$ cat src/v3au_pkg.sv
// Shared constants and opcode type for the three-component vector ALU.
`default_nettype none

package v3au_pkg;

    localparam int DATA_WIDTH = 32;
    localparam int FRAC_BITS  = 16;
    localparam int OP_WIDTH   = 4;

    typedef enum logic [OP_WIDTH-1:0] {
        OP_ADD   = 4'd0,
        OP_SUB   = 4'd1,
        OP_MUL   = 4'd2,
        OP_DIV   = 4'd3,
        OP_ADDS  = 4'd4,
        OP_SUBS  = 4'd5,
        OP_MULS  = 4'd6,
        OP_DIVS  = 4'd7,
        OP_SSUB  = 4'd8,
        OP_SDIV  = 4'd9,
        OP_NEG   = 4'd10,
        OP_NORM  = 4'd11,
        OP_UNIT  = 4'd12,
        OP_CROSS = 4'd13,
        OP_DOT   = 4'd14
    } t_op;

endpackage

`default_nettype wire

$ cat src/v3au_sqrt.sv
// Pipelined integer square root, one result bit per stage.
`default_nettype none

module v3au_sqrt #(
    parameter int DATA_WIDTH = v3au_pkg::DATA_WIDTH,
    parameter int SIDE_W     = 1
) (
    input  logic                      i_clk,
    input  logic                      i_rst_n,
    input  logic                      i_en,
    input  logic [2*DATA_WIDTH-1:0]   i_rad,
    input  logic [SIDE_W-1:0]         i_side,
    output logic [DATA_WIDTH-1:0]     o_root,
    output logic [SIDE_W-1:0]         o_side
);
    localparam int W  = DATA_WIDTH;
    localparam int RW = W + 3;

    logic [RW-1:0]     r_rem  [0:W];
    logic [W-1:0]      r_res  [0:W];
    logic [2*W-1:0]    r_rad  [0:W];
    logic [SIDE_W-1:0] r_side [0:W];

    logic [RW-1:0]     n_rem  [1:W];
    logic [W-1:0]      n_res  [1:W];
    logic [2*W-1:0]    n_rad  [1:W];

    always_comb begin
        logic [RW-1:0] shf;
        logic [RW-1:0] trial;
        logic          ge;
        for (int k = 1; k <= W; k++) begin
            // bring down the next two radicand bits
            shf      = {r_rem[k-1][W:0], r_rad[k-1][2*W-1 -: 2]};
            trial    = {1'b0, r_res[k-1], 2'b01};
            ge       = shf >= trial;
            n_rem[k] = ge ? shf - trial : shf;
            n_res[k] = {r_res[k-1][W-2:0], ge};
            n_rad[k] = {r_rad[k-1][2*W-3:0], 2'b00};
        end
    end

    always_ff @(posedge i_clk) begin
        if (!i_rst_n) begin
            for (int k = 0; k <= W; k++) begin
                r_rem[k]  <= '0;
                r_res[k]  <= '0;
                r_rad[k]  <= '0;
                r_side[k] <= '0;
            end
        end else if (i_en) begin
            r_rem[0]  <= '0;
            r_res[0]  <= '0;
            r_rad[0]  <= i_rad;
            r_side[0] <= i_side;
            for (int k = 1; k <= W; k++) begin
                r_rem[k]  <= n_rem[k];
                r_res[k]  <= n_res[k];
                r_rad[k]  <= n_rad[k];
                r_side[k] <= r_side[k-1];
            end
        end
    end

    assign o_root = r_res[W];
    assign o_side = r_side[W];

`ifndef SYNTH
    // remainder of a floor square root never exceeds twice the root
    a_rem_bound: assert property (@(posedge i_clk) disable iff (!i_rst_n)
        r_rem[W] <= RW'({r_res[W], 1'b0}))
        else $error("sqrt remainder out of range");
`endif

endmodule

`default_nettype wire

$ cat config.mk
export PLATFORM = sky130hd
export DESIGN_NAME = v3au_sqrt
export DESIGN_NICKNAME = d
export VERILOG_FILES = /design/src/v3au_pkg.sv /design/src/v3au_sqrt.sv
export SDC_FILE = /design/constraint.sdc
export NUM_CORES = 2
export LEC_CHECK = 0
export BUFFER_PORTS_ARGS = -buffer_cell sky130_fd_sc_hd__buf_4
export CORE_ASPECT_RATIO = 2
export CORE_UTILIZATION = 34
export CTS_BUF_LIST = sky130_fd_sc_hd__clkbuf_8
export CTS_CLUSTER_DIAMETER = 120
export DETAILED_ROUTE_END_ITERATION = 12
export SLEW_MARGIN = 5
export SYNTH_ARGS = -nofsm -noshare
export SYNTH_HDL_FRONTEND = slang
export SYNTH_MEMORY_MAX_BITS = 65536
export SYNTH_SLANG_ARGS = --single-unit
$ cat constraint.sdc
create_clock -name i_clk -period 117.4 [get_ports i_clk]
set_input_delay 5.87 -clock i_clk [delete_from_list [all_inputs] [get_ports i_clk]]
set_output_delay 5.87 -clock i_clk [all_outputs]
set_load 0.01 [all_outputs]
### Word level (Yosys, flattened, before mapping)

Memories as Yosys holds them, arrays and structs flattened.
Index checks and enable logic that the tools add are counted.

* order comparisons: 32
* add/sub/neg operators: 32
* muxes and demuxes: 168
* bitwise gates (word level): 132

Operators with widths (count)
* 35-bit two-way mux: 65
* 64-bit two-way mux: 33
* 35-bit by 34-bit >= comparator with 1-bit output: 32
* 35-bit by 34-bit subtractor with 35-bit output: 32
* 32-bit two-way mux: 33
* 1-bit bitwise OR: 132
* 1-bit two-way mux: 37

* bits of input ports: 68
* output and inout bits: 33
* word-level logic and storage cells: 368
* memory bits (writable): 4356
* bits in registers: 0
* memories kept: 4

Memory list
* r_rad: depth 33, width 64, read ports 32, clocked after memory_dff 0, wr ports 33, RTL line v3au_sqrt.sv:21 `logic [2*W-1:0] r_rad [0:W];`
* r_rem: depth 33, width 35, read ports 32, clocked after memory_dff 0, wr ports 33, RTL line v3au_sqrt.sv:19 `logic [RW-1:0] r_rem [0:W];`
* r_res: depth 33, width 32, read ports 33, clocked after memory_dff 0, wr ports 33, RTL line v3au_sqrt.sv:20 `logic [W-1:0] r_res [0:W];`
* r_side: depth 33, width 1, read ports 33, clocked after memory_dff 0, wr ports 33, RTL line v3au_sqrt.sv:22 `logic [SIDE_W-1:0] r_side [0:W];`

### Logic depth before layout (Yosys ltp)

* word-level depth: 4
* gate-level depth with buffers: 14
* gate-level depth less buffers: 11

### Worst setup path before layout

Ideal clock, no wire load.

* path kind: input to register
* start: input port i_en
* end: memory r_rad[0][0] (netlist name), enable pin
* stages: 4
* setup time: 3478 ps
* path buffers: 3
* data required time: 113922 ps
* path slack: 45270 ps
* data arrival time: 68651 ps
* cells stage by stage: clkbuf_1 clkbuf_1 clkbuf_1 nand2b_1

RTL lines
* start: declaration: RTL line v3au_sqrt.sv:10 `input logic i_en,`
* end: declaration: RTL line v3au_sqrt.sv:21

==> out/qor.yml <==
h-tree-depth: 5
synth_top_family_by_area: "simple AND/OR/NAND/NOR gates"
track_usage_pct: 17.33
cts_hold_buf: 0
reg2reg_slack_ns: 112.40
grt_pass1_vias: 93210
min_path_type: "register to register"
power.leakage_nw: 61.10
fin_crit_sh_pct: 9.286
async_flop_share_pct: 0
hpwlAfterDp_um: 252000
reg2reg_depth: 13
syn_nets: 12570
ys_warn_count: 0
placedCellCount: 16800
syn_area_sq_um: 133800
ys_types: 86
clk_pin_slew_worst_paths_ns: 0.06
worstHoldPathCells: 1
clock_path_buffers: 4
slowest_delay_ns: 0.95
worst_slew_pin_slew_ns: 1.463
synth_seq_cells: 2591
peakVddDrop_mv: 0.01157
critPathBufInv: 6
io-pin-count: 101
period_minus_slack_ns: 10.90
wl_um: 352700
first_pass_iters: 6
grt_overflow_total: 0
routedWlPerCell_um: 20.17
syn2layout_area_growth_pct: 9.909
gp_congestion: 0.9667
port_buffers: 100
mostFrequentLayoutCell: "edfxtp_1"
clkLatencyLatePin_ns: 1.08
tns_ns: 0
slew_headroom_pct: 1.182
synth_edf_count: 2591
maxCapViolCount: 1
place_area_sq_um: 139800
worstPathRequired_ns: 118.05
ys_seq_area_share_pct: 58.17
cts_buffers: 391
failed_checks: "capacitance limit"
drtIter0Drc: 5250
die_y_um: 889.0
synth_flop_cell: "edfxtp_1"
finalHoldViolations: 0
holdWs_ns: 0.4878
vias: 90430
power_density_nw_per_um2: 17.22
rsz0062_at_grt: "false"
core_area_sq_um: 391600
synth_xor_area_share_pct: 4.800
synth-compound-area-share_pct: 9.000
antenna_found_initial: 12
power.total_mw: 2.531
design_area_sq_um: 147000
cts-resized-gates: 0
slew_viol_final: 0
status: "finished with violations"
worstSetupPathType: "primary input to register"
timing.critical_path.mode_cell: "buf_4"
crit_chain: "buf_8, nand2b_4, buf_12, buf_4, buf_12, buf_4, buf_4"
root_buffer: "clkbuf_8"
grt_pass1_wl_um: 528700
crit_family: "buffers and inverters"
worstPathMaxFanout: 192
startpoint_type: "primary input"
cts_setup_buffers: 0
arrival_ns: 11.55
drive_gt1_share_pct: 6.431
initial_core_util_pct: 34.16
remaining_drc_errors: 0
grt_max_degree: 261
end_kind: "register"
yosys.area_share.simple_pct: 17.51
finClkSkew_ns: 0.09286
most-common-layout-cells: "2591 x edfxtp_1, 1694 x nor2_1, 1153 x and3_1"
rows: 325
via_per_inst: 5.170
antenna_left: 0
synthAdderAreaFrac_pct: 5.248
die_area_sq_um: 396100
synth_cells: 11940
cts_tree: "done"
setup_viol: 0
num-nets-final: 12590
cp_num_cells: 7
fp.dieW_um: 445.5
clock_sinks: 2591
avgSynthCellArea_sq_um: 11.20
cp_slowest_cell: "buf_4"
muxShareOfSynthArea_pct: 1.678
layout.cells.non_filler: 17490
fmax_mhz: 91.73
==> cell type report <==
cell class | instances | area, sq um
tap | 5232 | 6546
clock inverter | 283 | 1638
antenna | 7 | 17.52
timing repair buffer | 206 | 1637
inverter | 695 | 2609
multi-input combinational | 8078 | 51250
sequential | 2591 | 77800
fill | 38380 | 244600
clock buffer | 400 | 5505
==> synth_stat cells, drive strengths merged, types with 14 or more instances <==
| cell type | number | area, sq um |
|---|---|---|
| buf | 37 | 170.2 |
| nand2 | 544 | 2042 |
| nand3b | 37 | 277.8 |
| nand2b | 97 | 606.8 |
| nor4 | 127 | 794.5 |
| o41ai | 18 | 157.7 |
| nor4b | 16 | 140.1 |
| inv | 695 | 2609 |
| o22ai | 23 | 143.9 |
| a211oi | 103 | 773.2 |
| o211ai | 44 | 330.3 |
| a31oi | 52 | 325.3 |
| and3 | 1153 | 7213 |
| or4 | 73 | 551.8 |
| or3 | 127 | 794.5 |
| xnor2 | 455 | 3985 |
| a21boi | 23 | 172.7 |
| edfxtp | 2591 | 77800 |
| nor3 | 244 | 1226 |
| nand4b | 14 | 122.6 |
| nand3 | 192 | 960.9 |
| nand4 | 111 | 700.7 |
| nor2 | 1698 | 6374 |
| a21oi | 654 | 3273 |
| a2111oi | 24 | 219.0 |
| mux2i | 222 | 2222 |
| nor2b | 91 | 569.3 |
| clkbuf | 540 | 2027 |
| o2111ai | 17 | 148.9 |
| ha | 561 | 7019 |
| o21a | 100 | 750.7 |
| o21bai | 52 | 390.4 |
| o31a | 27 | 236.5 |
| or2 | 46 | 287.8 |
| a211o | 27 | 236.5 |
| o21ai | 336 | 1682 |
| o31ai | 34 | 255.2 |
| xor2 | 278 | 2435 |
| a31o | 23 | 201.4 |
| nor3b | 21 | 168.9 |
| a21o | 209 | 1569 |
| and2 | 42 | 262.8 |
| o311ai | 17 | 148.9 |
==> cell families (layout without fill, tap and decap cells) <==
group / after synthesis / count (layout)
AO/OA/AOI/OAI: 1891 / 1891
XOR/XNOR: 733 / 733
adder cells (fa/ha/maj): 561 / 561
buffers and inverters: 1272 / 1584
flip-flops: 2591 / 2591
multiplexers: 224 / 224
other: 1 / 8
AND/OR/NAND/NOR: 4668 / 4668
==> power by group <==
part | switching, mW | internal, mW | leakage, nW
Clock | 0.362 | 0.351 | 4.09
Combinational | 0.404 | 0.244 | 28.4
Sequential | 0.0549 | 1.11 | 28.6
Total | 0.821 | 1.71 | 61.1
==> registers in the layout, summed over array words and instances, names as in the netlist <==
signal,flops
r_side,33
r_res,528
r_rem,974
r_rad,1056
==> layer usage <==
metal,vias up,wire (um),track usage (%)
met5,-,40,0
li1,43630,-,-
met1,43740,103500,13.51
met3,1163,11120,2.450
met4,4,33590,15.08
met2,1884,204500,35.74
==> final timing paths <==
check	from	end
setup / recovery	i_rst_n	r_rem[0][972]$_SDFFCE_PN0P_
hold reg to reg	r_rad[0][1454]$_SDFFCE_PN0P_	r_rad[0][1520]$_SDFFCE_PN0P_
setup reg to reg	r_res[0][832]$_SDFFCE_PN0P_	r_rem[0][965]$_SDFFCE_PN0P_
hold / removal	r_rad[0][1454]$_SDFFCE_PN0P_	r_rad[0][1520]$_SDFFCE_PN0P_
==> through the flow <==
stage | utilization, % | setup WS [ns]
after floorplan | - | 45.27
after detailed placement | 35.71 | 105.28
after global routing | 37.54 | 106.13
after CTS | 37.53 | 106.44
final | 37.54 | 106.50
after global placement | 35.71 | 105.37
No activity file was read; power rests on OpenSTA's default activity.
